## src/hdl/atle_pkg.sv

```systemverilog
`default_nettype none

package atle_pkg;

    // Longest line the editor keeps.
    localparam int LINE_LEN_DEF = 64;

    // Width of the cursor and length fields.
    localparam int POS_W = 7;

    // Result kinds.
    localparam logic [1:0] KIND_EDIT  = 2'd0;
    localparam logic [1:0] KIND_LINE  = 2'd1;
    localparam logic [1:0] KIND_CLEAR = 2'd2;
    localparam logic [1:0] KIND_EMPTY = 2'd3;

    // Commands from the parser to the line engine.
    typedef enum logic [3:0] {
        OP_STATUS,
        OP_LEFT,
        OP_RIGHT,
        OP_ERASE,
        OP_CLEAR,
        OP_CR,
        OP_LF,
        OP_BS,
        OP_INSERT
    } t_op;

    // The argument is the escape count for cursor moves and the byte for an insert.
    typedef struct packed {
        t_op        op;
        logic [7:0] arg;
    } t_cmd;

    typedef struct packed {
        logic [1:0]       kind;
        logic [7:0]       char_out;
        logic             last;
        logic [POS_W-1:0] cursor;
        logic [POS_W-1:0] length;
        logic             overflow;
    } t_res;

endpackage

`default_nettype wire

```

## src/hdl/atle_fifo.sv

```systemverilog
`default_nettype none

module atle_fifo #(
    parameter int WIDTH = 8
) (
    input  wire logic             i_clk,
    input  wire logic             i_rst_n,
    input  wire logic             i_push,
    input  wire logic [WIDTH-1:0] i_data,
    input  wire logic             i_pop,
    output logic      [WIDTH-1:0] o_data,
    output logic                  o_full,
    output logic                  o_empty
);

    logic [WIDTH-1:0] r_mem [2];
    logic             r_wp;
    logic             r_rp;
    logic [1:0]       r_cnt;
    logic             do_push;
    logic             do_pop;

    assign o_full  = (r_cnt == 2'd2);
    assign o_empty = (r_cnt == 2'd0);
    assign o_data  = r_mem[r_rp];
    assign do_push = i_push && !o_full;
    assign do_pop  = i_pop && !o_empty;

    always_ff @(posedge i_clk) begin
        if (do_push) begin
            r_mem[r_wp] <= i_data;
        end
    end

    always_ff @(posedge i_clk) begin
        if (!i_rst_n) begin
            r_wp  <= 1'b0;
            r_rp  <= 1'b0;
            r_cnt <= 2'd0;
        end else begin
            if (do_push) begin
                r_wp <= ~r_wp;
            end
            if (do_pop) begin
                r_rp <= ~r_rp;
            end
            case ({do_push, do_pop})
                2'b10:   r_cnt <= r_cnt + 2'd1;
                2'b01:   r_cnt <= r_cnt - 2'd1;
                default: r_cnt <= r_cnt;
            endcase
        end
    end

endmodule

`default_nettype wire

```

## src/hdl/atle_front.sv

```systemverilog
`default_nettype none

module atle_front (
    input  wire logic   i_clk,
    input  wire logic   i_rst_n,
    input  wire logic   i_accept,
    input  wire logic [7:0] i_char,
    output atle_pkg::t_cmd  o_cmd
);

    localparam logic [7:0] CH_ESC     = 8'd27;
    localparam logic [7:0] CH_BRACKET = 8'h5B;
    localparam logic [7:0] CH_BS      = 8'd8;
    localparam logic [7:0] CH_DEL     = 8'd127;
    localparam logic [7:0] CH_CR      = 8'd13;
    localparam logic [7:0] CH_LF      = 8'd10;
    localparam logic [7:0] CH_0       = 8'h30;
    localparam logic [7:0] CH_9       = 8'h39;
    localparam logic [7:0] CH_D       = 8'h44;
    localparam logic [7:0] CH_C       = 8'h43;
    localparam logic [7:0] CH_K       = 8'h4B;
    localparam logic [7:0] CH_J       = 8'h4A;
    localparam logic [7:0] CLEAR_ARG  = 8'd2;

    typedef enum logic [1:0] {
        PS_IDLE,
        PS_ESC,
        PS_BRK
    } t_pstate;

    t_pstate     r_ps;
    t_pstate     n_ps;
    logic [7:0]  r_count;
    logic [7:0]  n_count;
    logic [11:0] acc;

    // A byte outside an escape sequence.
    function automatic atle_pkg::t_cmd plain_cmd(input logic [7:0] c);
        atle_pkg::t_cmd cmd;
        cmd.arg = c;
        if (c == CH_CR) begin
            cmd.op = atle_pkg::OP_CR;
        end else if (c == CH_LF) begin
            cmd.op = atle_pkg::OP_LF;
        end else if (c == CH_BS || c == CH_DEL) begin
            cmd.op = atle_pkg::OP_BS;
        end else begin
            cmd.op = atle_pkg::OP_INSERT;
        end
        return cmd;
    endfunction

    // Count times ten plus the new digit, saturated below.
    assign acc = {1'b0, r_count, 3'b000} + {3'b000, r_count, 1'b0}
               + {8'd0, 4'(i_char - CH_0)};

    always_comb begin
        n_ps      = PS_IDLE;
        n_count   = r_count;
        o_cmd.op  = atle_pkg::OP_STATUS;
        o_cmd.arg = r_count;
        unique case (r_ps)
            PS_ESC: begin
                if (i_char == CH_BRACKET) begin
                    n_ps = PS_BRK;
                end else begin
                    o_cmd = plain_cmd(i_char);
                end
            end
            PS_BRK: begin
                if (i_char >= CH_0 && i_char <= CH_9) begin
                    n_ps    = PS_BRK;
                    n_count = (acc > 12'd255) ? 8'hFF : acc[7:0];
                end else if (i_char == CH_D) begin
                    o_cmd.op = atle_pkg::OP_LEFT;
                end else if (i_char == CH_C) begin
                    o_cmd.op = atle_pkg::OP_RIGHT;
                end else if (i_char == CH_K) begin
                    o_cmd.op = atle_pkg::OP_ERASE;
                end else if (i_char == CH_J && r_count == CLEAR_ARG) begin
                    o_cmd.op = atle_pkg::OP_CLEAR;
                end
            end
            default: begin
                if (i_char == CH_ESC) begin
                    n_ps    = PS_ESC;
                    n_count = 8'd0;
                end else begin
                    o_cmd = plain_cmd(i_char);
                end
            end
        endcase
    end

    always_ff @(posedge i_clk) begin
        if (!i_rst_n) begin
            r_ps    <= PS_IDLE;
            r_count <= 8'd0;
        end else if (i_accept) begin
            r_ps    <= n_ps;
            r_count <= n_count;
        end
    end

endmodule

`default_nettype wire

```

## src/hdl/atle_back.sv

```systemverilog
`default_nettype none

module atle_back #(
    parameter int LINE_LEN = atle_pkg::LINE_LEN_DEF
) (
    input  wire logic           i_clk,
    input  wire logic           i_rst_n,
    input  wire atle_pkg::t_cmd i_cmd,
    input  wire logic           i_cmd_empty,
    output logic                o_cmd_pop,
    output atle_pkg::t_res      o_res,
    output logic                o_res_push,
    input  wire logic           i_res_full
);

    localparam int IW = (LINE_LEN > 1) ? $clog2(LINE_LEN) : 1;
    localparam logic [atle_pkg::POS_W-1:0] LEN_MAX = atle_pkg::POS_W'(LINE_LEN);
    localparam logic [atle_pkg::POS_W-1:0] POS_ONE = atle_pkg::POS_W'(1);
    localparam logic [atle_pkg::POS_W-1:0] POS_ZERO = '0;

    typedef enum logic [2:0] {
        S_IDLE,
        S_EMIT,
        S_SH_RD,
        S_SH_WR,
        S_INS_WR,
        S_LF_RD,
        S_LF_DATA
    } t_state;

    t_state                        r_state, n_state;
    logic [atle_pkg::POS_W-1:0]    r_cursor, n_cursor;
    logic [atle_pkg::POS_W-1:0]    r_length, n_length;
    logic [IW-1:0]                 r_idx, n_idx;
    logic [7:0]                    r_char, n_char;
    logic [1:0]                    r_kind, n_kind;
    logic                          r_ovf, n_ovf;

    logic [7:0]    r_mem [LINE_LEN];
    logic [7:0]    r_rdata;
    logic          we;
    logic [IW-1:0] wa;
    logic [7:0]    wd;
    logic [IW-1:0] ra;

    logic [atle_pkg::POS_W+1:0] right_sum;
    logic                       lf_last;

    assign right_sum = {2'b00, r_cursor} + {1'b0, i_cmd.arg};
    assign lf_last   = (atle_pkg::POS_W'(r_idx) + POS_ONE == r_length);

    always_comb begin
        n_state    = r_state;
        n_cursor   = r_cursor;
        n_length   = r_length;
        n_idx      = r_idx;
        n_char     = r_char;
        n_kind     = r_kind;
        n_ovf      = r_ovf;
        o_cmd_pop  = 1'b0;
        o_res_push = 1'b0;
        we         = 1'b0;
        wa         = r_idx;
        wd         = r_rdata;
        ra         = r_idx;

        o_res.kind     = r_kind;
        o_res.char_out = 8'd0;
        o_res.last     = 1'b1;
        o_res.cursor   = r_cursor;
        o_res.length   = r_length;
        o_res.overflow = r_ovf;

        unique case (r_state)
            S_IDLE: begin
                if (!i_cmd_empty) begin
                    o_cmd_pop = 1'b1;
                    n_kind    = atle_pkg::KIND_EDIT;
                    n_ovf     = 1'b0;
                    n_state   = S_EMIT;
                    case (i_cmd.op)
                        atle_pkg::OP_LEFT: begin
                            n_cursor = ({1'b0, r_cursor} > i_cmd.arg)
                                     ? r_cursor - i_cmd.arg[atle_pkg::POS_W-1:0] : POS_ZERO;
                        end
                        atle_pkg::OP_RIGHT: begin
                            n_cursor = (right_sum > {2'b00, r_length})
                                     ? r_length : right_sum[atle_pkg::POS_W-1:0];
                        end
                        atle_pkg::OP_ERASE: begin
                            n_length = r_cursor;
                        end
                        atle_pkg::OP_CLEAR: begin
                            n_cursor = POS_ZERO;
                            n_length = POS_ZERO;
                            n_kind   = atle_pkg::KIND_CLEAR;
                        end
                        atle_pkg::OP_CR: begin
                            n_cursor = POS_ZERO;
                        end
                        atle_pkg::OP_BS: begin
                            n_length = (r_length != POS_ZERO) ? r_length - POS_ONE : POS_ZERO;
                            n_cursor = (r_cursor != POS_ZERO) ? r_cursor - POS_ONE : POS_ZERO;
                            if (n_cursor > n_length) begin
                                n_cursor = n_length;
                            end
                        end
                        atle_pkg::OP_INSERT: begin
                            n_char = i_cmd.arg;
                            if (r_length >= LEN_MAX) begin
                                n_ovf = 1'b1;
                            end else if (r_length == r_cursor) begin
                                we       = 1'b1;
                                wa       = IW'(r_cursor);
                                wd       = i_cmd.arg;
                                n_length = r_length + POS_ONE;
                                n_cursor = r_cursor + POS_ONE;
                            end else begin
                                n_idx   = IW'(r_length);
                                n_state = S_SH_RD;
                            end
                        end
                        atle_pkg::OP_LF: begin
                            if (r_length == POS_ZERO) begin
                                n_kind = atle_pkg::KIND_EMPTY;
                            end else begin
                                n_idx   = '0;
                                n_state = S_LF_RD;
                            end
                        end
                        default: begin
                        end
                    endcase
                end
            end
            S_SH_RD: begin
                ra      = r_idx - IW'(1);
                n_state = S_SH_WR;
            end
            S_SH_WR: begin
                ra    = r_idx - IW'(1);
                we    = 1'b1;
                wa    = r_idx;
                wd    = r_rdata;
                n_idx = r_idx - IW'(1);
                n_state = (r_idx - IW'(1) == IW'(r_cursor)) ? S_INS_WR : S_SH_RD;
            end
            S_INS_WR: begin
                we       = 1'b1;
                wa       = IW'(r_cursor);
                wd       = r_char;
                n_length = r_length + POS_ONE;
                n_cursor = r_cursor + POS_ONE;
                n_state  = S_EMIT;
            end
            S_EMIT: begin
                o_res_push = 1'b1;
                if (!i_res_full) begin
                    n_state = S_IDLE;
                end
            end
            S_LF_RD: begin
                n_state = S_LF_DATA;
            end
            S_LF_DATA: begin
                o_res_push     = 1'b1;
                o_res.kind     = atle_pkg::KIND_LINE;
                o_res.char_out = r_rdata;
                o_res.last     = lf_last;
                o_res.cursor   = POS_ZERO;
                o_res.length   = POS_ZERO;
                o_res.overflow = 1'b0;
                if (!i_res_full) begin
                    if (lf_last) begin
                        n_cursor = POS_ZERO;
                        n_length = POS_ZERO;
                        n_state  = S_IDLE;
                    end else begin
                        n_idx   = r_idx + IW'(1);
                        n_state = S_LF_RD;
                    end
                end
            end
            default: begin
                n_state = S_IDLE;
            end
        endcase
    end

    always_ff @(posedge i_clk) begin
        if (we) begin
            r_mem[wa] <= wd;
        end
        r_rdata <= r_mem[ra];
    end

    always_ff @(posedge i_clk) begin
        if (!i_rst_n) begin
            r_state  <= S_IDLE;
            r_cursor <= '0;
            r_length <= '0;
        end else begin
            r_state  <= n_state;
            r_cursor <= n_cursor;
            r_length <= n_length;
        end
        r_idx  <= n_idx;
        r_char <= n_char;
        r_kind <= n_kind;
        r_ovf  <= n_ovf;
    end

endmodule

`default_nettype wire

```

## src/hdl/ansi_terminal_line_editor_unit.sv

```systemverilog
// Channel   Direction  Handshake            Fields
// input     in         push / full          i_char_in
// result    out        pop / empty          o_kind, o_char_out, o_last, o_cursor,
//                                           o_length, o_overflow
//
// The front takes one byte in every cycle that the two-beat command queue has room.
// The engine applies an ordinary byte in its idle state, then emits its beat from the emit state.
// A mid-line insert shifts the tail one entry at a time through a read and a write state, then writes the byte.
// A line feed reads each committed character and emits it as a line beat, one after another.
// Reset (synchronous, active low) empties both queues and clears parser, cursor and length.
// A full result queue stalls the engine, and a full command queue then raises full.
`default_nettype none

module ansi_terminal_line_editor_unit #(
    parameter int LINE_LEN = atle_pkg::LINE_LEN_DEF
) (
    input  wire logic        i_clk,
    input  wire logic        i_rst_n,
    input  wire logic        push,
    output logic             full,
    input  wire logic [7:0]  i_char_in,
    output logic             empty,
    input  wire logic        pop,
    output logic [1:0]       o_kind,
    output logic [7:0]       o_char_out,
    output logic             o_last,
    output logic [6:0]       o_cursor,
    output logic [6:0]       o_length,
    output logic             o_overflow
);

    atle_pkg::t_cmd front_cmd;
    atle_pkg::t_cmd head_cmd;
    logic           cmd_empty;
    logic           cmd_pop;
    logic           in_beat;

    atle_pkg::t_res back_res;
    atle_pkg::t_res out_res;
    logic           res_push;
    logic           res_full;

    // An input beat moves when the command queue has a free slot.
    assign in_beat = push && !full;

    // The parser turns every byte into exactly one command for the engine.
    atle_front u_front (
        .i_clk    (i_clk),
        .i_rst_n  (i_rst_n),
        .i_accept (in_beat),
        .i_char   (i_char_in),
        .o_cmd    (front_cmd)
    );

    atle_fifo #(
        .WIDTH ($bits(atle_pkg::t_cmd))
    ) u_cmd_q (
        .i_clk   (i_clk),
        .i_rst_n (i_rst_n),
        .i_push  (in_beat),
        .i_data  (front_cmd),
        .i_pop   (cmd_pop),
        .o_data  (head_cmd),
        .o_full  (full),
        .o_empty (cmd_empty)
    );

    // The engine owns the cursor, the length and the line memory.
    atle_back #(
        .LINE_LEN (LINE_LEN)
    ) u_back (
        .i_clk       (i_clk),
        .i_rst_n     (i_rst_n),
        .i_cmd       (head_cmd),
        .i_cmd_empty (cmd_empty),
        .o_cmd_pop   (cmd_pop),
        .o_res       (back_res),
        .o_res_push  (res_push),
        .i_res_full  (res_full)
    );

    // The result queue lets the engine move on while a finished beat waits.
    atle_fifo #(
        .WIDTH ($bits(atle_pkg::t_res))
    ) u_res_q (
        .i_clk   (i_clk),
        .i_rst_n (i_rst_n),
        .i_push  (res_push),
        .i_data  (back_res),
        .i_pop   (pop),
        .o_data  (out_res),
        .o_full  (res_full),
        .o_empty (empty)
    );

    assign o_kind     = out_res.kind;
    assign o_char_out = out_res.char_out;
    assign o_last     = out_res.last;
    assign o_cursor   = out_res.cursor;
    assign o_length   = out_res.length;
    assign o_overflow = out_res.overflow;

    // The engine never takes a command from an empty queue.
    a_pop_nonempty: assert property (@(posedge i_clk) disable iff (!i_rst_n)
        cmd_pop |-> !cmd_empty)
        else $error("command taken from an empty queue");

    // The cursor never passes the end of the line.
    a_cursor_in_line: assert property (@(posedge i_clk) disable iff (!i_rst_n)
        !empty |-> (o_cursor <= o_length))
        else $error("cursor beyond line length");

    // The line never grows beyond its storage.
    a_length_bound: assert property (@(posedge i_clk) disable iff (!i_rst_n)
        !empty |-> (o_length <= 7'(LINE_LEN)))
        else $error("line length beyond storage");

    // Only committed-line beats carry a character.
    a_char_only_line: assert property (@(posedge i_clk) disable iff (!i_rst_n)
        (!empty && o_kind != atle_pkg::KIND_LINE) |-> (o_char_out == 8'd0))
        else $error("character on a beat that is not a line character");

endmodule

`default_nettype wire

```

## config.mk

```make
export PLATFORM = sky130hd
export DESIGN_NAME = ansi_terminal_line_editor_unit
export DESIGN_NICKNAME = d
export VERILOG_FILES = /design/src/hdl/atle_pkg.sv /design/src/hdl/atle_fifo.sv /design/src/hdl/atle_front.sv /design/src/hdl/atle_back.sv /design/src/hdl/ansi_terminal_line_editor_unit.sv
export SDC_FILE = /design/constraint.sdc
export NUM_CORES = 1
export LEC_CHECK = 0
export BUFFER_PORTS_ARGS = -buffer_cell sky130_fd_sc_hd__buf_2
export CAP_MARGIN = 20
export CELL_PAD_IN_SITES_DETAIL_PLACEMENT = 0
export CELL_PAD_IN_SITES_GLOBAL_PLACEMENT = 1
export CORE_MARGIN = 2
export CORE_UTILIZATION = 49
export CTS_CLUSTER_DIAMETER = 80
export DETAILED_ROUTE_END_ITERATION = 12
export PLACE_DENSITY_LB_ADDON = 0.1
export RECOVER_POWER = 100
export SYNTH_ARGS = -nofsm -noshare
export SYNTH_HDL_FRONTEND = slang
export SYNTH_SLANG_ARGS = --single-unit
```

## constraint.sdc

```tcl
create_clock -name i_clk -period 4.1 [get_ports i_clk]
set_input_delay 0.82 -clock i_clk [delete_from_list [all_inputs] [get_ports i_clk]]
set_output_delay 0.82 -clock i_clk [all_outputs]
set_load 0.01 [all_outputs]
```

==> results.md <==
- Status: completed
- Max Cap Viol: 0
- Routed len/inst: 25.4 um
- Wl on met1: 32.7 mm
- DRC viols: 0
- Pin slew with the least headroom to its limit: 1.47 ns
- Critical Path Sink Type: flip-flop
- Clk Tree Root Cell: clkbuf_16
- GRT Total Usage: 24.3%
- Hold_buf cts: 0
- Logic pwr share: 33.2%
- Vias per std cell: 6.03
- Synth-to-Final Area Change: 14.4%
- Critical Path Fanout Max: 5
- Top-count cell post-synth: edfxtp_1
- Avg Synthesized Cell Area: 15.3 sq um
- Dpl ws: -0.139 ns
- Vias in the first global route: 17,400
- Number of synthesized flops with an enable pin: 605
- Final Hold Fails: 0
- Design Power: 22.4 mW
- Synth warnings: 0
- Rel. slew slack: 2.17%
- Final core utilization: 56.8%
- Wire length on met2: 33.8 mm
- FP Rows: 89
- Synthesized area: 29,400 sq um
- Post-Synthesis Net Count: 1,991
- Worst Slack Setup Final: 0.196 ns
- Clk pwr share: 26.7%
- TritonCTS buffer count: 68
- GPL Wtd Cong: 0.901
- Worst vdd ir: 0.434 mV
- CP Data Arrival Time: 4.40 ns
- Clock Latency Late Sink: 0.61 ns
- Via count: 17,700
- Main synth FF type: edfxtp_1
- Worst min path class: flip-flop to flip-flop
- First-pass GRT wire length: 112 mm
- Power per standard cell area: 668 nW/um^2
- CTS H-tree depth: 3
- Register area share after synthesis: 64.9%
- Met3 Wirelength: 5.95 mm
- Worst-path clk slew: 0.06 ns
- Synth cell types: 87
- #FFs+latches synth: 650
- Switching Share: 33.7%
- Die height: 249 um
- Layout cell share with drive strength beyond 1: 21.4%
- Detailed Route Iter0 Violations: 1,667
- Largest net degree at the start of global routing: 65
- Cell taking the most area after synthesis: edfxtp_1
- Initial core utilization: 49.7%
- Mapped Cells: 1,920
- Ys async rst share: 0%
- First-pass detailed-route iteration total: 6
- Final instance area: 33,600 sq um
- Sequential Power Share: 40.1%
- Max Slew Vio Count: 0
- Total global routing overflow: 0
- CP required: 4.60 ns
- Setup CP Type: flip-flop to flip-flop
- Reg area: 19,100 sq um
- Min Clock Period, post-route: 3.90 ns
- Tcrit/Tclk final: 95.2%
- Worst setup SP type: flip-flop
- IO Count: 40
- DRT antenna net count: 0
- P_leak: 11.3 nW
- Max frequency: 256 MHz
- Detailed placer's ending HPWL: 50.4 mm
- CTS tree: done
- Final WL: 74.6 mm
- Nets: 2,179
- Final setup viols: 0
- RSZ-0062 raised after global routing: no
- CTS Sinks: 650
- Core area: 59,100 sq um
- Antenna violations before repair: 7
- Synth top area cells: edfxtp_1 62%, mux4_2 9.8%, dfxtp_1 3.1%
- Maximum clock insertion buffer count: 3
- Port bufs: 39
- Area of the multi-input gates: 9810 sq um
- Post-DP Area: 31,600 sq um
- Net Sw Power: 7.56 mW
- Top Layer Used: met5
- Filler cell count: 4,715
- Post-synth top cells: 605 x edfxtp_1, 152 x nand2_1, 150 x nor2_1
- Clock skew: 0.0232 ns
- DIE WIDTH: 249 um
- Die area: 61,900 sq um
- WHS: 0.501 ns
- Int Power: 14.9 mW
- Post-synth top area share: 61.9%
kinds of logic after synthesis:
family | Yosys count | synth area share [%]
adders and majority gates | 59 | 2.62
muxes | 222 | 13.2
and+or+nand+nor | 505 | 8.27
DFF | 650 | 64.9
AOI/OAI and AO/OA | 271 | 6.65
xor gates and xnor gates | 65 | 2.06
buffers and inverters | 148 | 2.26
critical path, stage by stage (launching register included):
cell and delay (ns):
dfxtp_4 0.37, mux2_2 0.25, ha_1 0.17, inv_1 0.06
fa_2 0.38, o21bai_2 0.14, a21oi_2 0.09, o2111a_1 0.28
a211oi_2 0.17, ha_1 0.29, a211oi_2 0.21, o21ai_0 0.10
o221a_2 0.31, and2_4 0.19, a221oi_2 0.28, o221ai_1 0.19
a32o_1 0.29
final timing paths:
| kind | from | depth (start not counted) | end | slack (ns) |
|---|---|---|---|---|
| worst max-delay path | flip-flop | 16 | u_back.r_cursor[6] | 0.20 |
| worst min-delay path | u_front.r_count[5] | 2 | u_front.r_count[5] | 0.50 |
| worst max register to register | flip-flop | 16 | u_back.r_cursor[6] | 0.20 |
| worst min register to register | u_front.r_count[5] | 2 | u_front.r_count[5] | 0.50 |
final cells by class:
cell class                      instances  area share [%]
Sequential cell                       650            56.8
Tap cell                              773            2.88
Clock inverter                         34           0.894
Antenna cell                            2          0.0149
Clock buffer                           86            5.52
Timing Repair Buffer                  216            4.15
Multi-Input combinational cell       1122            29.2
Inverter                               50           0.559
placed cells by master (no fill, tap or decap), drive strengths merged, types with 11 or more instances in the layout:
cell type | Yosys | routed
inv | 46 | 51
mux2i | 59 | 59
clkbuf | 45 | 191
o31ai | 12 | 12
edfxtp | 605 | 605
a211oi | 12 | 12
and2 | 14 | 14
o21ai | 50 | 50
nand2 | 152 | 152
ha | 55 | 55
buf | 53 | 111
mux2 | 35 | 35
nor4 | 11 | 11
nor2 | 151 | 151
nor3 | 54 | 54
a21oi | 49 | 49
nor2b | 16 | 16
clkinv | 4 | 26
mux4 | 128 | 128
xnor2 | 49 | 49
nand3 | 28 | 28
a32oi | 34 | 34
nand2b | 21 | 21
xor2 | 14 | 14
dfxtp | 45 | 45
routing by layer:
metal  vias to the layer above  GRT usage, %
met5                         -             0
met4                         2          7.38
met3                       150          5.40
met2                       667          36.6
met1                      8919          35.4
li1                       7948             -
per-stage QoR:
step                      TNS [ns]  instances
after floorplan                  0       1920
after global placement     -0.0265       2802
after detailed placement    -0.159       2806
after CTS                        0       2926
after global routing             0       2931
final                            0       2933
registers in the layout, indices dropped and copies added (netlist names), 2 cells and up, named ones only:
| register | flops |
|---|---|
| u_cmd_q.r_cnt | 2 |
| u_back.r_idx | 6 |
| u_back.r_kind | 2 |
| u_res_q.r_cnt | 2 |
| u_back.r_char | 8 |
| u_front.r_ps | 2 |
| u_back.r_length | 7 |
| u_res_q.r_mem | 52 |
| u_front.r_count | 8 |
| u_cmd_q.r_mem | 24 |
| u_back.r_state | 3 |
| u_back.r_mem | 512 |
| u_back.r_rdata | 8 |
| u_back.r_cursor | 7 |
timing repair:
item / CTS / global route
pin swaps: 0 / 3
resized for setup: 4 / 21
setup buffers: 0 / 3
setup endpoints to repair: 5 / 7
power groups by stage:
stage / combinational [mW] / clock [mW] / sequential (mW)
6_report: 7.44 / 5.99 / 9.00
5_1_grt: 8.08 / 6.35 / 9.03
4_1_cts: 7.58 / 6.11 / 8.92
3_5_place_dp: 7.52 / 0 / 9.06
3_3_place_gp: 7.38 / 0 / 9.06
2_1_floorplan: 4.73 / 0 / 8.93
(Power assumes the default switching activity.)
